### config.mk
export PLATFORM = sky130hd
export DESIGN_NAME = mep_front_flat
export DESIGN_NICKNAME = d
export VERILOG_FILES = /design/src/rtl/mep_pkg.sv /design/src/rtl/mep_if.sv /design/src/rtl/mep_front.sv /design/src/flat_wrapper.sv
export SDC_FILE = /design/constraint.sdc
export NUM_CORES = 2
export LEC_CHECK = 0
export BUFFER_PORTS_ARGS = -buffer_cell sky130_fd_sc_hd__buf_2
export CORE_MARGIN = 5
export CORE_UTILIZATION = 41
export CTS_CLUSTER_DIAMETER = 30
export DETAILED_ROUTE_END_ITERATION = 10
export GPL_ROUTABILITY_DRIVEN = 0
export GPL_TIMING_DRIVEN = 1
export MAX_ROUTING_LAYER = met4
export PLACE_DENSITY_LB_ADDON = 0.12
export SLEW_MARGIN = 40
export SYNTH_ARGS = -nofsm -noshare
export SYNTH_HDL_FRONTEND = slang
export SYNTH_SLANG_ARGS = --single-unit
### constraint.sdc
create_clock -name clk -period 13.3 [get_ports clk]
set_clock_uncertainty 0.1 [all_clocks]
set_input_delay 1.33 -clock clk [delete_from_list [all_inputs] [get_ports clk]]
set_output_delay 1.33 -clock clk [all_outputs]
set_load 0.01 [all_outputs]
### src/rtl/mep_pkg.sv
package mep_pkg;

	// field and register widths
	localparam int INDEX_W     = 20;
	localparam int COORD_W     = 32;
	localparam int PROD_W      = 2 * COORD_W;
	localparam int SAT_W       = PROD_W + 2;
	localparam int LIMIT_W     = 31;
	localparam int WIDTH_W     = 11;
	localparam int STEP_W      = 31;
	localparam int CFG_DATA_W  = 32;
	localparam int CFG_INDEX_W = 3;

	// defaults for the top level parameters
	localparam int MAX_WIDTH_DEFAULT     = 1024;
	localparam int FRACTION_BITS_DEFAULT = 28;

	// depth of the queue between front and back, a power of two
	localparam int QUEUE_DEPTH = 4;

	// register indexes
	localparam logic [CFG_INDEX_W-1:0] REG_ITERATION_LIMIT = 3'd0;
	localparam logic [CFG_INDEX_W-1:0] REG_SIDE_LEN        = 3'd1;
	localparam logic [CFG_INDEX_W-1:0] REG_REAL_ORIGIN     = 3'd2;
	localparam logic [CFG_INDEX_W-1:0] REG_IMAG_ORIGIN     = 3'd3;
	localparam logic [CFG_INDEX_W-1:0] REG_REAL_STEP       = 3'd4;
	localparam logic [CFG_INDEX_W-1:0] REG_IMAG_STEP       = 3'd5;

	// register reset values
	localparam logic [LIMIT_W-1:0]        ITERATION_LIMIT_RESET = 31'd1000;
	localparam logic [WIDTH_W-1:0]        SIDE_LEN_RESET        = 11'd512;
	localparam logic signed [COORD_W-1:0] ORIGIN_RESET          = -32'sd536870912;
	localparam logic [STEP_W-1:0]         STEP_RESET            = 31'd2097152;

	typedef struct packed {
		logic [LIMIT_W-1:0]        iteration_limit;
		logic [WIDTH_W-1:0]        side_len;
		logic signed [COORD_W-1:0] real_origin;
		logic signed [COORD_W-1:0] imag_origin;
		logic [STEP_W-1:0]         real_step;
		logic [STEP_W-1:0]         imag_step;
	} cfg_t;

	// one pixel handed from the front to the back
	typedef struct packed {
		logic [INDEX_W-1:0]        pixel_index;
		logic signed [COORD_W-1:0] c_re;
		logic signed [COORD_W-1:0] c_im;
	} job_t;

	// clamp a wide signed value to the coordinate range
	function automatic logic signed [COORD_W-1:0] sat_coord(input logic signed [SAT_W-1:0] v);
		logic signed [SAT_W-1:0] hi;
		logic signed [SAT_W-1:0] lo;
		hi = {{(SAT_W-COORD_W+1){1'b0}}, {(COORD_W-1){1'b1}}};
		lo = {{(SAT_W-COORD_W+1){1'b1}}, {(COORD_W-1){1'b0}}};
		if (v > hi) begin
			return {1'b0, {(COORD_W-1){1'b1}}};
		end else if (v < lo) begin
			return {1'b1, {(COORD_W-1){1'b0}}};
		end else begin
			return v[COORD_W-1:0];
		end
	endfunction

endpackage

### src/rtl/mep_if.sv
// pixel index channel
interface mep_pixel_if;
	logic                         valid;
	logic                         ready;
	logic [mep_pkg::INDEX_W-1:0]  pixel_index;

	modport source(output valid, output pixel_index, input ready);
	modport sink(input valid, input pixel_index, output ready);
endinterface


### src/rtl/mep_front.sv
module mep_front #(
	parameter int MAX_WIDTH = mep_pkg::MAX_WIDTH_DEFAULT
) (
	input  logic           clk,
	input  logic           arst_n,
	input  mep_pkg::cfg_t  cfg,
	mep_pixel_if.sink      pixels,
	output logic           job_push,
	output mep_pkg::job_t  job,
	input  logic           job_full
);

	localparam int WW     = $clog2(MAX_WIDTH + 1);
	localparam int CMP_W  = (WW > mep_pkg::WIDTH_W) ? WW : mep_pkg::WIDTH_W;
	localparam int SQ_W   = 2 * WW;
	localparam int CHK_W  = (SQ_W > mep_pkg::INDEX_W) ? SQ_W : mep_pkg::INDEX_W;
	localparam int CNT_W  = $clog2(mep_pkg::INDEX_W);
	localparam int PRD_W  = mep_pkg::STEP_W + WW;
	localparam int SUM_W  = PRD_W + 2;
	localparam logic [CMP_W-1:0] MAX_CMP   = CMP_W'(MAX_WIDTH);
	localparam logic [CNT_W-1:0] LAST_STEP = CNT_W'(mep_pkg::INDEX_W - 1);

	typedef enum logic [4:0] {
		F_IDLE  = 5'b00001,
		F_CHECK = 5'b00010,
		F_DIV   = 5'b00100,
		F_MUL   = 5'b01000,
		F_SUM   = 5'b10000
	} front_state_t;

	front_state_t                 state_q;
	logic [CNT_W-1:0]             step_cnt_q;
	logic [mep_pkg::INDEX_W-1:0]  idx_q;
	logic [WW-1:0]                width_q;
	logic [mep_pkg::INDEX_W-1:0]  quo_q;
	logic [WW-1:0]                rem_q;
	logic [PRD_W-1:0]             prod_re_q;
	logic [PRD_W-1:0]             prod_im_q;

	logic [CMP_W-1:0]             width_ext;
	logic [WW-1:0]                width_eff;
	logic [SQ_W-1:0]              width_sq;
	logic                         outside;
	logic [WW:0]                  trial;
	logic [WW:0]                  trial_sub;
	logic                         trial_ge;
	logic [WW-1:0]                rem_next;
	logic signed [SUM_W-1:0]      sum_re;
	logic signed [SUM_W-1:0]      sum_im;

	assign pixels.ready = (state_q == F_IDLE);

	// width above the supported maximum is clamped
	assign width_ext = CMP_W'(cfg.side_len);
	assign width_eff = (width_ext > MAX_CMP) ? WW'(MAX_CMP) : WW'(width_ext);

	// bounds check against width squared
	assign width_sq = SQ_W'(width_q) * SQ_W'(width_q);
	assign outside  = CHK_W'(idx_q) >= CHK_W'(width_sq);

	// one restoring division step per cycle, quotient bits shift into quo_q
	assign trial     = {rem_q, quo_q[mep_pkg::INDEX_W-1]};
	assign trial_sub = trial - {1'b0, width_q};
	assign trial_ge  = trial >= {1'b0, width_q};
	assign rem_next  = trial_ge ? trial_sub[WW-1:0] : trial[WW-1:0];

	// point = origin + step * coordinate, saturated
	assign sum_re = SUM_W'($signed(cfg.real_origin)) + $signed(SUM_W'(prod_re_q));
	assign sum_im = SUM_W'($signed(cfg.imag_origin)) + $signed(SUM_W'(prod_im_q));

	assign job.pixel_index = idx_q;
	assign job.c_re        = mep_pkg::sat_coord(mep_pkg::SAT_W'(sum_re));
	assign job.c_im        = mep_pkg::sat_coord(mep_pkg::SAT_W'(sum_im));
	assign job_push        = (state_q == F_SUM) && !job_full;

	// sequencer
	always_ff @(posedge clk or negedge arst_n) begin
		if (!arst_n) begin
			state_q    <= F_IDLE;
			step_cnt_q <= '0;
		end else begin
			case (state_q)
				F_IDLE: begin
					if (pixels.valid) begin
						state_q <= F_CHECK;
					end
				end
				F_CHECK: begin
					step_cnt_q <= '0;
					state_q    <= outside ? F_IDLE : F_DIV;
				end
				F_DIV: begin
					step_cnt_q <= step_cnt_q + CNT_W'(1);
					if (step_cnt_q == LAST_STEP) begin
						state_q <= F_MUL;
					end
				end
				F_MUL: begin
					state_q <= F_SUM;
				end
				F_SUM: begin
					if (!job_full) begin
						state_q <= F_IDLE;
					end
				end
				default: begin
					state_q <= F_IDLE;
				end
			endcase
		end
	end

	// datapath registers
	always_ff @(posedge clk) begin
		case (state_q)
			F_IDLE: begin
				idx_q   <= pixels.pixel_index;
				width_q <= width_eff;
			end
			F_CHECK: begin
				quo_q <= idx_q;
				rem_q <= '0;
			end
			F_DIV: begin
				quo_q <= {quo_q[mep_pkg::INDEX_W-2:0], trial_ge};
				rem_q <= rem_next;
			end
			F_MUL: begin
				prod_re_q <= PRD_W'(cfg.real_step) * PRD_W'(rem_q);
				prod_im_q <= PRD_W'(cfg.imag_step) * PRD_W'(quo_q[WW-1:0]);
			end
			default: begin
			end
		endcase
	end

endmodule

### src/flat_wrapper.sv
// flat-port wrapper written by rule: the top's interface ports become plain ports
module mep_front_flat 
#(
	parameter int MAX_WIDTH = mep_pkg::MAX_WIDTH_DEFAULT
)
  (clk, arst_n, cfg, job_push, job, job_full, pixels_valid, pixels_pixel_index, pixels_ready);
  mep_pixel_if pixels_i ();
  input  logic clk;
  input  logic arst_n;
  input  mep_pkg::cfg_t cfg;
  output logic job_push;
  output mep_pkg::job_t job;
  input  logic job_full;
  input wire logic [$bits(pixels_i.valid)-1:0] pixels_valid;
  input wire logic [$bits(pixels_i.pixel_index)-1:0] pixels_pixel_index;
  output wire logic [$bits(pixels_i.ready)-1:0] pixels_ready;
  assign pixels_i.valid = pixels_valid;
  assign pixels_i.pixel_index = pixels_pixel_index;
  assign pixels_ready = pixels_i.ready;
  mep_front #(.MAX_WIDTH(MAX_WIDTH)) u_core (.clk(clk), .arst_n(arst_n), .cfg(cfg), .pixels(pixels_i), .job_push(job_push), .job(job), .job_full(job_full));
endmodule
==> out/metrics.csv <==
metric,value,unit
status,"complete, no violations",
critical path launch point type,input pin,
layout cells sized above 1,9.01,%
Initial DRC Count,1158,
syn_nets,4917,
Final Max Tran Viols,0,
clock-pin slew on the worst setup and hold paths,70,ps
Synth Warn #,0,
kind of critical path,in -> reg,
DRC Markers,0,
Multi-input gate area,27300,µm²
Initial Util,41.3,%
first-pass GRT wire length,148000,µm
post-CTS sizing,0,
Slew headroom,45.9,%
# rows,106,
vias in the first global route,27300,
Most used DFF post-synth,edfxtp_1,
Worst setup EP type,flip-flop,
post-detail-place hpwl,74600,µm
TritonCTS Buffers,17,
syn avg cell area,9.07,µm²
Core ar.,83700,µm²
top-count cell post-synth,nand2_1,
Synth Cell Area,34600,µm²
final antenna-violating net count,0,
ranking of synthesized cells by area,"fa_1 34%, edfxtp_1 13%, ha_1 12%",
register area,4640,µm²
Total GRT Usage,20.9,%
"FFs w/ async S/R, synth",6.41,%
actual slew at the worst max-slew pin,803,ps
layout overhead on the synthesized area,8.14,%
most instantiated cells after synthesis,"636 x nand2_1, 586 x fa_1, 500 x inv_1",
worst-skew pair later-pin latency,500,ps
worst path required time,13550,ps
first-pass detailed-route iteration total,7,
setup TNS,0,ps
final setup fails,0,
RSZ-0062 raised after global routing,false,
fin crit share,58.0,%
DIE AREA,90200,µm²
clock tree root driver cell,clkbuf_16,
Hold Fails Final Rpt,0,
number of synthesized flops with an enable pin,146,
Top Ports,278,
max-cap violation count,0,
via count,26200,
maximum clock frequency,130,MHz
initial antenna violation count,11,
Mapped Cells,3812,
top cell type's share of synthesized area,33.9,%
fillers,8334,
final net count,5030,
library cells used by synthesis,84,
clk buf depth,2,
minimum clock period,7720,ps
largest net degree at the start of global routing,43,
CTS H-tree depth,4,
Post-CTS Setup Bufs,0,
final wirelength,90100,µm
average vias per placed instance,5.16,
IO Port Bufs,246,
Die Span Y,300,µm
HP Class,reg -> reg,
GR Overflow Total,0,
routed wire length per instance,17.7,µm
Arrival @ worst endpoint,7960,ps
Die W,300,µm
CTS tree,done,
sequential share of the synthesized area,13.4,%
largest area contributor in the netlist,fa_1,
Post-CTS Hold Fix Bufs,0,
maximum fanout along the worst path,11,
"FF+latch count, synth",156,
Sinks on Clock Net,156,
==> state kept, by name (all words and copies together) (netlist names) <==
signal	count
u_core.idx_q	20
u_core.quo_q	20
u_core.prod_re_q	42
u_core.width_q	11
u_core.rem_q	11
u_core.step_cnt_q	5
u_core.state_q	5
u_core.prod_im_q	42
==> critical path, stage by stage <==
cell and delay (ps):
buf_2 250, nand2_1 120, fa_1 550, inv_1 50, fa_1 500, inv_1 50
fa_1 530, inv_1 50, fa_1 480, inv_1 60, fa_1 520, inv_1 50
ha_1 310, a2111oi_0 450, o21ai_0 220, a31o_2 300, o22ai_1 330, o211ai_1 260
a31o_2 330, a22oi_1 220, o21ai_0 220, or4b_2 650, nand4b_1 130
==> layout by cell type, fill, tap and decap left out, types with 6 or more instances in the layout <==
cell       Yosys  routed
a211oi_1      14      13
a21boi_0       6       6
a21o_1       111     111
a21oi_1      173     173
a31oi_1       24      24
and2_1       247     247
and3_1        15      14
and4_1         7       7
buf_2          4     246
buf_4          0      30
clkbuf_16      0      17
dfrtp_1        9       9
diode_2        0       8
edfxtp_1     146     146
fa_1         586     586
ha_1         327     327
inv_1        500     500
nand2_1      636     636
nand2b_1      24      24
nand3_1       37      37
nand4_1       22      22
nor2_1       129     129
nor2b_1       32      32
nor3_1        29      29
o211ai_1      14      14
o21a_1        21      21
o21ai_0      129     129
o21ai_1       32      32
o21bai_1      32      32
o31ai_1       16      16
or2_2         11      11
or3_1         10      10
xnor2_1      122     122
xor2_1        54      54
==> metal layers <==
layer | wire [µm] | vias up | global-route usage [%]
met5 | 0 | - | -
met4 | 1450 | 0 | 4.48
met3 | 4550 | 77 | 3.59
met2 | 40600 | 544 | 32.3
met1 | 43500 | 13000 | 29.2
li1 | - | 12600 | -
==> cell families (layout without fill, tap and decap cells) <==
kind of cell	count (synthesis)	count (layout)	synth area share (%)
xor gates and xnor gates	176	176	4.46
DFF	156	156	13.4
and+or+nand+nor	1230	1230	16.7
muxes	4	4	0.127
other	0	8	0
adders and majority gates	913	913	45.8
buffers and inverters	691	817	7.63
AOI/OAI and AO/OA	642	642	11.9
==> area by class of cell <==
| type | count | area share, % |
|---|---|---|
| Multi-Input combinational cell | 2965 | 73.1 |
| Clock inverter | 15 | 0.355 |
| Sequential cell | 156 | 12.4 |
| Timing Repair Buffer | 281 | 4.07 |
| Antenna cell | 8 | 0.0536 |
| Tap cell | 1134 | 3.80 |
| Clock buffer | 17 | 1.14 |
| Inverter | 504 | 5.06 |
==> per-stage QoR <==
stage	hold slack (ps)	std cells	worst slack [ps]	cell area, µm²	util (%)
CTS	419	5072	5660	37400	44.6
detailed placement	401	5040	5190	36800	44.0
floorplan	384	3812	3550	34600	-
finish	417	5080	5580	37400	44.7
global placement	396	5035	5220	36700	43.9
global route	445	5079	5260	37400	44.7
==> worst paths after layout <==
kind                            slack (ps)  cells after the start              endpoint              from
worst min register to register         420                      2      u_core.quo_q[17]  u_core.quo_q[16]
worst max register to register        5920                     23  u_core.prod_im_q[38]   u_core.quo_q[2]
worst max-delay path                  5580                     23  u_core.prod_im_q[38]            cfg[7]
worst min-delay path                   420                      2      u_core.quo_q[17]  u_core.quo_q[16]
min in group asynchronous              590                      1     u_core.state_q[4]            arst_n
max in group asynchronous            12250                      1     u_core.state_q[0]            arst_n
Power is not shown: default switching activity piles up to over one toggle a cycle in this logic, so the estimate is an artifact.
