==> src/rtl/mep_pkg.sv <==
package mep_pkg;

	// field and register widths
	localparam int INDEX_W     = 20;
	localparam int COORD_W     = 32;
	localparam int PROD_W      = 2 * COORD_W;
	localparam int SAT_W       = PROD_W + 2;
	localparam int LIMIT_W     = 31;
	localparam int WIDTH_W     = 11;
	localparam int STEP_W      = 31;
	localparam int CFG_DATA_W  = 32;
	localparam int CFG_INDEX_W = 3;

	// defaults for the top level parameters
	localparam int MAX_WIDTH_DEFAULT     = 1024;
	localparam int FRACTION_BITS_DEFAULT = 28;

	// depth of the queue between front and back, a power of two
	localparam int QUEUE_DEPTH = 4;

	// register indexes
	localparam logic [CFG_INDEX_W-1:0] REG_ITERATION_LIMIT = 3'd0;
	localparam logic [CFG_INDEX_W-1:0] REG_SIDE_LEN        = 3'd1;
	localparam logic [CFG_INDEX_W-1:0] REG_REAL_ORIGIN     = 3'd2;
	localparam logic [CFG_INDEX_W-1:0] REG_IMAG_ORIGIN     = 3'd3;
	localparam logic [CFG_INDEX_W-1:0] REG_REAL_STEP       = 3'd4;
	localparam logic [CFG_INDEX_W-1:0] REG_IMAG_STEP       = 3'd5;

	// register reset values
	localparam logic [LIMIT_W-1:0]        ITERATION_LIMIT_RESET = 31'd1000;
	localparam logic [WIDTH_W-1:0]        SIDE_LEN_RESET        = 11'd512;
	localparam logic signed [COORD_W-1:0] ORIGIN_RESET          = -32'sd536870912;
	localparam logic [STEP_W-1:0]         STEP_RESET            = 31'd2097152;

	typedef struct packed {
		logic [LIMIT_W-1:0]        iteration_limit;
		logic [WIDTH_W-1:0]        side_len;
		logic signed [COORD_W-1:0] real_origin;
		logic signed [COORD_W-1:0] imag_origin;
		logic [STEP_W-1:0]         real_step;
		logic [STEP_W-1:0]         imag_step;
	} cfg_t;

	// one pixel handed from the front to the back
	typedef struct packed {
		logic [INDEX_W-1:0]        pixel_index;
		logic signed [COORD_W-1:0] c_re;
		logic signed [COORD_W-1:0] c_im;
	} job_t;

	// clamp a wide signed value to the coordinate range
	function automatic logic signed [COORD_W-1:0] sat_coord(input logic signed [SAT_W-1:0] v);
		logic signed [SAT_W-1:0] hi;
		logic signed [SAT_W-1:0] lo;
		hi = {{(SAT_W-COORD_W+1){1'b0}}, {(COORD_W-1){1'b1}}};
		lo = {{(SAT_W-COORD_W+1){1'b1}}, {(COORD_W-1){1'b0}}};
		if (v > hi) begin
			return {1'b0, {(COORD_W-1){1'b1}}};
		end else if (v < lo) begin
			return {1'b1, {(COORD_W-1){1'b0}}};
		end else begin
			return v[COORD_W-1:0];
		end
	endfunction

endpackage

==> src/rtl/mep_queue.sv <==
module mep_queue (
	input  logic           clk,
	input  logic           arst_n,
	input  logic           push,
	input  mep_pkg::job_t  push_job,
	output logic           full,
	input  logic           pop,
	output mep_pkg::job_t  pop_job,
	output logic           empty
);

	localparam int PTR_W = $clog2(mep_pkg::QUEUE_DEPTH);
	localparam int CNT_W = $clog2(mep_pkg::QUEUE_DEPTH + 1);

	mep_pkg::job_t     entries [mep_pkg::QUEUE_DEPTH];
	logic [PTR_W-1:0]  wr_ptr_q;
	logic [PTR_W-1:0]  rd_ptr_q;
	logic [CNT_W-1:0]  count_q;

	assign full    = (count_q == CNT_W'(mep_pkg::QUEUE_DEPTH));
	assign empty   = (count_q == '0);
	assign pop_job = entries[rd_ptr_q];

	// pointers wrap naturally since the depth is a power of two
	always_ff @(posedge clk or negedge arst_n) begin
		if (!arst_n) begin
			wr_ptr_q <= '0;
			rd_ptr_q <= '0;
			count_q  <= '0;
		end else begin
			if (push) begin
				wr_ptr_q <= wr_ptr_q + PTR_W'(1);
			end
			if (pop) begin
				rd_ptr_q <= rd_ptr_q + PTR_W'(1);
			end
			if (push && !pop) begin
				count_q <= count_q + CNT_W'(1);
			end else if (pop && !push) begin
				count_q <= count_q - CNT_W'(1);
			end
		end
	end

	// storage
	always_ff @(posedge clk) begin
		if (push) begin
			entries[wr_ptr_q] <= push_job;
		end
	end

	a_no_overflow: assert property (@(posedge clk) disable iff (!arst_n)
		push |-> !full)
		else $error("queue written while full");

	a_no_underflow: assert property (@(posedge clk) disable iff (!arst_n)
		pop |-> !empty)
		else $error("queue read while empty");

	a_count_step: assert property (@(posedge clk) disable iff (!arst_n)
		(push && !pop) |=> (count_q == $past(count_q) + CNT_W'(1)))
		else $error("queue fill count out of step");

endmodule

==> config.mk <==
export PLATFORM = sky130hd
export DESIGN_NAME = mep_queue
export DESIGN_NICKNAME = d
export VERILOG_FILES = /design/src/rtl/mep_pkg.sv /design/src/rtl/mep_queue.sv
export SDC_FILE = /design/constraint.sdc
export NUM_CORES = 1
export LEC_CHECK = 0
export BUFFER_PORTS_ARGS = -buffer_cell sky130_fd_sc_hd__buf_2
export CAP_MARGIN = 20
export CORE_ASPECT_RATIO = 1.5
export CORE_UTILIZATION = 58
export CTS_BUF_LIST = sky130_fd_sc_hd__clkbuf_8
export CTS_CLUSTER_SIZE = 10
export DETAILED_ROUTE_END_ITERATION = 10
export GPL_ROUTABILITY_DRIVEN = 1
export PLACE_DENSITY = 0.8
export SKIP_CTS_REPAIR_TIMING = 1
export SYNTH_ARGS = -nofsm -noshare
export SYNTH_HDL_FRONTEND = slang
export SYNTH_SLANG_ARGS = --single-unit
==> constraint.sdc <==
create_clock -name clk -period 6.2 [get_ports clk]
set_clock_uncertainty 0.2 [all_clocks]
set_input_delay 0.93 -clock clk [delete_from_list [all_inputs] [get_ports clk]]
set_output_delay 0.93 -clock clk [all_outputs]
set_load 0.02 [all_outputs]
==> results.md, run 1 <==
- Status: finished, final reports clean
- Rel. slew slack: 0.425
- First-pass DRT Iterations: 4
- Die ar.: 22300 sq um
- Peak Freq: 0.242 GHz
- 1st-iter DRT viols: 301
- CP Max Fanout: 43
- Max Cap Violations: 0
- Fin Hold WS: 0.300 ns
- Clock latency on the worst-skew pair: 0.55 ns
- Clock transition time at the flip-flop clock pins of the worst setup and hold paths: 0.07 ns
- Worst Path Required: 5.07 ns
- CP Launch Type: flop
- Reg2reg path depth: 4
- Synth warnings: 0
- Num ports: 174
- Final period util: 0.667
- Synth Cell Area: 12600 sq um
- WL met1: 7920 microns
- Global Route Usage Sum: 0.208
- Setup TNS: 0 ns
- Pre-CTS WS: 2.56 ns
- DRC viols: 0
- Synth area leader: edfxtp_1
- Slew Viols, Final: 0
- H-tree level count: 2
- Routed WL: 22200 microns
- Nets: 778
- Top routing layer in use: met5
- Worst VDD drop: 0.394 mV
- Share of cells above drive strength 1: 0.455
- Synthesized area per cell: 26.5 sq um
- Leak: 5.02 nW
- Final Hold Vio Count: 0
- Synthesized instance count: 473
- Final non-filler cell total: 990
- Top cell type's share of synthesized area: 0.804
- CTS buffer count: 47
- Clock Tree Buf Depth: 3
- Seq/Total Area, Yosys: 0.818
- Gr ovfl total: 0
- Largest net degree at the start of global routing: 57
- Arrival time worst endpoint: 3.00 ns
- First-pass GRT wire length: 34000 microns
- Setup violators final: 0
- Commonest non-fill, non-tap cells in the layout: edfxtp_1 (336), buf_2 (173), mux4_2 (84)
- DIE HEIGHT: 182 microns
- Pwr Total: 0.00691 W
- Worst Max-Slew Pin Slew: 0.863 ns
- DR vias: 5660
- Tmin final: 4.13 ns
- Antenna Violating Nets Remaining: 0
- Hold Crit Class: flop to flop
- PwrDens: 476 nW/um^2
- Count of cell types in the netlist: 20
- Setup Crit Path Kind: flop to output port
- Die width: 122 microns
- Hold path depth: 1
- Root buf cell: clkbuf_8
- Final worst slack: 2.07 ns
- Initial antenna violation count: 5
- # placed instances: 902
- Critical Path End Type: output port
- Syn_nets: 567
- Row count: 65
- Port bufs: 173
- Vias per inst: 5.72
- Avg WL per Cell: 22.4 microns
- RSZ-0062 raised after global routing: no
- Met3 wire len: 1230 microns
- Routed wl met2: 12500 microns
- Core Box Area: 21100 sq um
- GP Congestion: 0.724
- Clk sink count: 343
- Initial core utilization: 0.594
- CTS tree: yes
- Area Overhead vs Synth: 15.5%
- Synth area leaders: edfxtp_1 (80%), mux4_2 (15%), dfrtp_1 (1.4%), buf_12 (0.80%), ha_1 (0.50%)
- Seq cells post-synth: 343
- Detail Placement HPWL: 13600 microns
- Commonest non-fill, non-tap cell in the layout: edfxtp_1
- Vias in the first global route: 6207
[critical path, stage by stage, from the launching register on]
cell and delay (ns):
dfrtp_4 0.95, buf_4 0.62, mux4_2 0.61, buf_2 0.18
[logic make-up (layout without fill, tap and decap cells)]
kind of cell,Yosys count,in the layout,share of synthesized area
xor+xnor,6,6,0.00419
other cells,0,4,0
fa+ha+maj,6,6,0.00658
buf+inv,23,268,0.0157
mux,85,85,0.152
simple gates,9,9,0.00389
flops,343,343,0.818
compound gates,1,1,0.000398
[stage by stage]
step / utilization / instance area (sq um)
floorplan: - / 12600
global placement: 0.645 / 13600
detailed placement: 0.645 / 13600
CTS: 0.685 / 14500
global route: 0.685 / 14500
finish: 0.686 / 14500
[metal layers]
layer / GRT usage / vias up
met5: 0 / -
met3: 0.0475 / 44
li1: - / 2467
met1: 0.240 / 2954
met2: 0.371 / 193
met4: 0.0854 / 2
[area by class of cell]
type	count	area [sq um]
flip-flops and latches	343	10300
fillers	1303	6650
multi-input cells	107	2100
repair buffers	181	928
clock buffers	48	661
well taps	268	335
clock inverters	35	173
inverters	4	15.0
diodes	4	10.0
[final timing paths]
path                        startpoint             end  slack (ns)
setup / recovery           rd_ptr_q[0]     pop_job[75]        2.07
setup reg to reg           wr_ptr_q[1]  entries[1][19]        3.68
max in group asynchronous       arst_n     rd_ptr_q[1]        5.04
min in group asynchronous       arst_n     rd_ptr_q[0]        0.57
hold reg to reg             count_q[2]      count_q[2]        0.30
hold / removal              count_q[2]      count_q[2]        0.30
[sequential cells by signal, indices dropped and copies added, names as in the netlist]
| name | cells |
|---|---|
| entries | 336 |
| count_q | 3 |
| rd_ptr_q | 2 |
| wr_ptr_q | 2 |
[power breakdown]
group          total, W  internal (W)  switching (W)
clock network   0.00154      0.000762       0.000778
registers       0.00327       0.00304       0.000236
logic           0.00209      0.000883        0.00121
total           0.00691       0.00468        0.00222
[cell usage after synthesis]
cell        n
mux2_2      1
xor2_1      4
buf_1       3
and2_1      4
nor3b_1     1
ha_1        5
buf_6       1
fa_1        1
nor2_1      1
mux4_2     84
o21ai_0     1
edfxtp_1  336
buf_4       4
inv_1       4
buf_2       6
xnor2_1     2
nor3_1      1
dfrtp_1     7
nand2_1     2
buf_12      5
Note: power is estimated with default switching activity, not from simulation.
==> run 2: changes to the inputs <==
--- a/config.mk
+++ b/config.mk
@@ -8,12 +8,12 @@
 export BUFFER_PORTS_ARGS = -buffer_cell sky130_fd_sc_hd__buf_2
 export CAP_MARGIN = 20
 export CORE_ASPECT_RATIO = 1.5
-export CORE_UTILIZATION = 58
+export CORE_UTILIZATION = 53
 export CTS_BUF_LIST = sky130_fd_sc_hd__clkbuf_8
 export CTS_CLUSTER_SIZE = 10
 export DETAILED_ROUTE_END_ITERATION = 10
 export GPL_ROUTABILITY_DRIVEN = 1
-export PLACE_DENSITY = 0.8
+export PLACE_DENSITY = 0.77
 export SKIP_CTS_REPAIR_TIMING = 1
 export SYNTH_ARGS = -nofsm -noshare
 export SYNTH_HDL_FRONTEND = slang
==> constraint.sdc (replaced) <==
create_clock -name clk -period 3.6 [get_ports clk]
set_clock_uncertainty 0.2 [all_clocks]
set_input_delay 0.54 -clock clk [delete_from_list [all_inputs] [get_ports clk]]
set_output_delay 0.54 -clock clk [all_outputs]
set_load 0.02 [all_outputs]
==> results.md, run 2 (same netlist as run 1, synthesis figures left out) <==
- Status: finished, final reports clean
- DP Area: 13800 sq um (+1.1%)
- Clock transition time at the flip-flop clock pins of the worst setup and hold paths: 0.06 ns (about the same)
- Antenna Violating Nets Remaining: 0 (unchanged)
- RSZ-0062 raised after global routing: no
- Top Registers: entries x336, count_q x3
- Root buf cell: clkbuf_8
- CP Max Fanout: 40 (-7.0%)
- Hold Crit Class: primary input to flop
- Core Box Area: 23100 sq um (+9.4%)
- Nets: 844 (+8.5%)
- Worst Min Path Start: push_job[63]
- Num ports: 174 (unchanged)
- Leak: 5.35 nW (+6.4%)
- Initial antenna violation count: 0 (-5)
- Clock latency on the worst-skew pair: 0.54 ns (about the same)
- Slew Viols, Final: 0 (unchanged)
- # diodes: 0 (-4)
- Peak Freq: 0.312 GHz
- Worst Max-Slew Pin Slew: 0.671 ns (-0.192 ns)
- Initial core utilization: 0.542 (-0.0512)
- DR vias: 5876 (+3.8%)
- Avg WL per Cell: 21.4 microns (-4.7%)
- DIE HEIGHT: 191 microns (+4.6%)
- Worst Setup SP: rd_ptr_q[0]
- FF-to-FF Start: wr_ptr_q[1]
- Detail Placement HPWL: 13500 microns (-1.1%)
- Arrival time worst endpoint: 2.47 ns (-0.53 ns)
- Critical Path End Type: output port
- Fill count: 1523 (+17%)
- Largest register FFs: 336 (unchanged)
- Design Area, Final: 15300 sq um (+5.4%)
- Commonest non-fill, non-tap cells in the layout: edfxtp_1 (336), buf_2 (173), mux4_2 (84)
- Gr ovfl total: 0 (unchanged)
- DRC viols: 0 (unchanged)
- First-pass GRT wire length: 34200 microns (+0.53%)
- Routed WL: 23500 microns (+5.8%)
- Worst Path Required: 2.86 ns (-2.21 ns)
- CTS tree: yes
- Clock Tree Buf Depth: 3 (unchanged)
- Setup violators final: 0 (unchanged)
- Most flop-heavy register: entries
- Global Route Usage Sum: 0.191 (-0.0168)
- Rel. slew slack: 0.553 (+0.128)
- Tmin final: 3.21 ns
- CTS buffer count: 47 (unchanged)
- Worst reg-to-reg setup slack: 1.41 ns (-2.27 ns)
- Die width: 128 microns (+4.5%)
- Final period util: 0.891
- Setup Crit Path Kind: flop to output port
- Worst VDD drop: 0.565 mV (+43%)
- Area Overhead vs Synth: 21.7%
- Clk sink count: 343 (unchanged)
- Die ar.: 24300 sq um (+9.3%)
- CP Launch Type: flop
- Row count: 68 (+4.6%)
- Share of cells above drive strength 1: 0.420 (-0.0358)
- Setup TNS: 0 ns (unchanged)
- Vias in the first global route: 6241 (+0.55%)
- Max Cap Violations: 0 (unchanged)
- Largest net degree at the start of global routing: 47 (-18%)
- GP Congestion: 0.696 (-3.8%)
- Port bufs: 173 (unchanged)
- First-pass DRT Iterations: 4 (unchanged)
- H-tree level count: 2 (unchanged)
- 1st-iter DRT viols: 410 (+36%)
- PwrDens: 788 nW/um^2 (+65%)
- Final Hold Vio Count: 0 (unchanged)
- Vias per inst: 5.35 (-6.5%)
- Commonest non-fill, non-tap cell in the layout: edfxtp_1
run 2: cell count changes in the layout (fill, tap and decap cells not counted):
cell           before  now
inv_1              19   24
clkinv_2            5    6
bufinv_16           1    0
clkinv_1           12    6
clkinvlp_4          1    0
buf_4               7    1
inv_6               1    0
clkbuf_8           48   50
dlygate4sd3_1       1   66
buf_12              0    7
clkinv_4            0    1
diode_2             4    0
run 2: final cells by class:
| cell class | count | area [sq um] | share of cell area |
|---|---|---|---|
| Clock buffer | 50 | 688 | 0.0450 |
| Clock inverter | 33 | 136 | 0.00892 |
| Inverter | 4 | 15.0 | 0.000982 |
| Multi-Input combinational cell | 107 | 2100 | 0.138 |
| Sequential cell | 343 | 10300 | 0.672 |
| Tap cell | 315 | 394 | 0.0258 |
| Timing Repair Buffer | 247 | 1670 | 0.110 |
run 2: path summary, 6_finish.rpt:
path,endpoint,cells past startpoint
worst max-delay path,pop_job[24],3
worst min-delay path,entries[1][63],1
worst max register to register,entries[1][51],4
worst min register to register,count_q[2],1
max in group asynchronous,rd_ptr_q[0],2
min in group asynchronous,count_q[0],2
run 2: per-layer routing:
| metal | share of wire | GRT usage | up-vias |
|---|---|---|---|
| li1 | - | - | 2591 |
| met1 | 0.38 | 0.216 | 3076 |
| met2 | 0.56 | 0.351 | 179 |
| met3 | 0.044 | 0.0390 | 30 |
| met4 | 0.022 | 0.0792 | 0 |
| met5 | 0 | 0 | - |
run 2: power by group:
part	internal [W]	switching [W]	total [W]
Combinational	0.00164	0.00229	0.00394
Sequential	0.00523	0.000264	0.00549
Clock	0.00128	0.00133	0.00261
Total	0.00815	0.00389	0.0120
run 2: stage by stage:
stage | cells | setup slack, ns | hold slack (ns) | util | power (W)
floorplan | 473 | 0.380 | 0.0444 | - | 0.00836
global placement | 950 | 0.932 | 0.181 | 0.596 | 0.00941
detailed placement | 950 | 0.900 | 0.188 | 0.596 | 0.00953
CTS | 1033 | 0.289 | -0.415 | 0.632 | 0.0121
global route | 1099 | 0.230 | 0.00135 | 0.660 | 0.0126
finish | 1099 | 0.394 | 0.0162 | 0.660 | 0.0120
run 2: worst max-delay path: stages, from the launching register on:
cell and delay, ns:
dfrtp_4 0.73, buf_12 0.36, mux4_2 0.57, buf_2 0.18
==> run 3: changes to the inputs <==
--- a/config.mk
+++ b/config.mk
@@ -8,12 +8,12 @@
 export BUFFER_PORTS_ARGS = -buffer_cell sky130_fd_sc_hd__buf_2
 export CAP_MARGIN = 20
 export CORE_ASPECT_RATIO = 1.5
-export CORE_UTILIZATION = 53
+export CORE_UTILIZATION = 58
 export CTS_BUF_LIST = sky130_fd_sc_hd__clkbuf_8
 export CTS_CLUSTER_SIZE = 10
 export DETAILED_ROUTE_END_ITERATION = 10
 export GPL_ROUTABILITY_DRIVEN = 1
-export PLACE_DENSITY = 0.77
+export PLACE_DENSITY_LB_ADDON = 0.12
 export SKIP_CTS_REPAIR_TIMING = 1
 export SYNTH_ARGS = -nofsm -noshare
 export SYNTH_HDL_FRONTEND = slang
==> constraint.sdc (replaced) <==
create_clock -name clk -period 4 [get_ports clk]
set_clock_uncertainty 0.2 [all_clocks]
set_input_delay 0.6 -clock clk [delete_from_list [all_inputs] [get_ports clk]]
set_output_delay 0.6 -clock clk [all_outputs]
set_load 0.02 [all_outputs]
==> results.md, run 3 (same netlist as run 1, synthesis figures left out) <==
- Vias in the first global route: 6307 (+1.1%)
- Most flop-heavy register: entries
- Row count: 65 (-4.4%)
- RSZ-0062 raised after global routing: no
- Critical Path End Type: output port
- Slew Viols, Final: 0 (unchanged)
- Clk sink count: 343 (unchanged)
- Status: finished, final reports clean
- Clock transition time at the flip-flop clock pins of the worst setup and hold paths: 0.07 ns (about the same)
- Top Registers: entries x336, count_q x3
- Initial core utilization: 0.594 (+0.0512)
- Net Sw Frac: 0.323 (about the same)
- Rel. slew slack: 0.443 (-0.110)
- Final period util: 0.834
- Comb power frac: 0.312 (-0.015)
- Multi-input logic area: 2100 sq um (unchanged)
- Leak: 5.06 nW (-5.4%)
- 1st-iter DRT viols: 426 (+3.9%)
- Detail Placement HPWL: 13300 microns (-1.2%)
- Routed WL: 22200 microns (-5.4%)
- GP Congestion: 0.716 (+2.8%)
- Die width: 122 microns (-4.3%)
- Clock latency on the worst-skew pair: 0.54 ns (about the same)
- Tmin final: 3.34 ns
- Worst Path Required: 3.20 ns (+0.34 ns)
- Largest net degree at the start of global routing: 60 (+28%)
- CP Max Fanout: 26 (-35%)
- CTS buffer count: 49 (+4.3%)
- Worst Max-Slew Pin Slew: 0.836 ns (+0.165 ns)
- Port bufs: 173 (unchanged)
- Nets: 781 (-7.5%)
- Design Area, Final: 14600 sq um (-4.4%)
- Setup Crit Path Kind: flop to output port
- Num ports: 174 (unchanged)
- Setup TNS: 0 ns (unchanged)
- CTS tree: yes
- Root buf cell: clkbuf_8
- Share of cells above drive strength 1: 0.463 (+0.0433)
- Initial antenna violation count: 2 (+2)
- Sequential power share: 0.463 (+0.007)
- Switch Pwr: 0.00349 W (-10%)
- DRC viols: 0 (unchanged)
- Antenna Violating Nets Remaining: 0 (unchanged)
- Fill count: 1374 (-9.8%)
- Final Hold Vio Count: 0 (unchanged)
- Global Route Usage Sum: 0.212 (+0.0206)
- Setup violators final: 0 (unchanged)
- Die ar.: 22300 sq um (-8.5%)
- Vias per inst: 5.69 (+6.3%)
- First-pass GRT wire length: 34600 microns (+1.2%)
- CP Launch Type: flop
- Commonest non-fill, non-tap cells in the layout: edfxtp_1 (336), buf_2 (173), mux4_2 (84)
- Avg WL per Cell: 22.3 microns (+4.3%)
- Worst VDD drop: 0.453 mV (-20%)
- DP Area: 13700 sq um (-0.52%)
- Core Box Area: 21100 sq um (-8.6%)
- Reg area: 10300 sq um (unchanged)
- DR vias: 5669 (-3.5%)
- Arrival time worst endpoint: 2.54 ns (+0.07 ns)
- Max Cap Violations: 0 (unchanged)
- Peak Freq: 0.300 GHz
- Largest register FFs: 336 (unchanged)
- DIE HEIGHT: 182 microns (-4.4%)
- Clock share of power: 0.224 (+0.007)
- PwrDens: 740 nW/um^2 (-6.1%)
- Cell internal pwr: 0.00732 W (-10%)
- Area Overhead vs Synth: 16.4%
- Clock Tree Buf Depth: 3 (unchanged)
- First-pass DRT Iterations: 4 (unchanged)
- Hold Crit Class: primary input to flop
- Commonest non-fill, non-tap cell in the layout: edfxtp_1
- Gr ovfl total: 0 (unchanged)
- H-tree level count: 2 (unchanged)
-- run 3: changes by cell type in the layout (fill, tap and decap cells not counted), moves of 2 or more --
cell | before | now
clkinv_1 | 6 | 18
clkinv_2 | 6 | 12
dlygate4sd3_1 | 66 | 1
clkinvlp_4 | 0 | 2
inv_1 | 24 | 13
-- run 3: final timing paths --
kind | start | end | slack (ns) | cells after the start
hold / removal | push_job[74] | entries[2][74] | 0.06 | 1
setup / recovery | rd_ptr_q[0] | pop_job[68] | 0.66 | 3
min in group asynchronous | arst_n | rd_ptr_q[0] | 0.23 | 2
setup reg to reg | wr_ptr_q[0] | entries[0][79] | 1.75 | 4
hold reg to reg | count_q[2] | count_q[2] | 0.30 | 1
max in group asynchronous | arst_n | rd_ptr_q[1] | 3.17 | 2
-- run 3: layout make-up --
type	instances	area share
sequential	343	0.703
tap	268	0.0229
inverter	4	0.00103
antenna	1	0.000171
clock inverter	41	0.0121
clock buffer	51	0.0480
timing repair buffer	182	0.0692
multi-input combinational	107	0.144
-- run 3: stage by stage --
| step | cells | hold WS [ns] | worst slack (ns) | total power, W | utilization |
|---|---|---|---|---|---|
| finish | 997 | 0.0631 | 0.662 | 0.0108 | 0.691 |
| global route | 996 | 0.0170 | 0.471 | 0.0113 | 0.691 |
| global placement | 903 | 0.256 | 1.17 | 0.00847 | 0.649 |
| CTS | 995 | -0.325 | 0.557 | 0.0110 | 0.691 |
| detailed placement | 903 | 0.269 | 1.16 | 0.00855 | 0.649 |
| floorplan | 473 | 0.104 | 0.780 | 0.00752 | - |
-- run 3: routing by layer --
layer / up-vias / wire [microns] / global-route usage / part of all wire
met2: 172 / 12000 / 0.369 / 0.54
met3: 36 / 1400 / 0.0566 / 0.063
met4: 2 / 414 / 0.0702 / 0.019
met1: 2978 / 8350 / 0.255 / 0.38
met5: - / 12 / 0 / 0.00054
li1: 2481 / - / - / -
-- run 3: critical path, stage by stage (launching register included) --
cell and delay [ns]:
dfrtp_4 0.77, buf_4 0.45, mux4_2 0.58, buf_2 0.18
-- run 3: power groups by stage --
stage          Combinational (W)  Clock (W)  Sequential [W]
6_report                 0.00338    0.00242         0.00501
5_1_grt                  0.00361    0.00264         0.00509
4_1_cts                  0.00346    0.00249         0.00504
3_5_place_dp             0.00345          0         0.00511
3_3_place_gp             0.00341          0         0.00506
2_1_floorplan            0.00260          0         0.00493
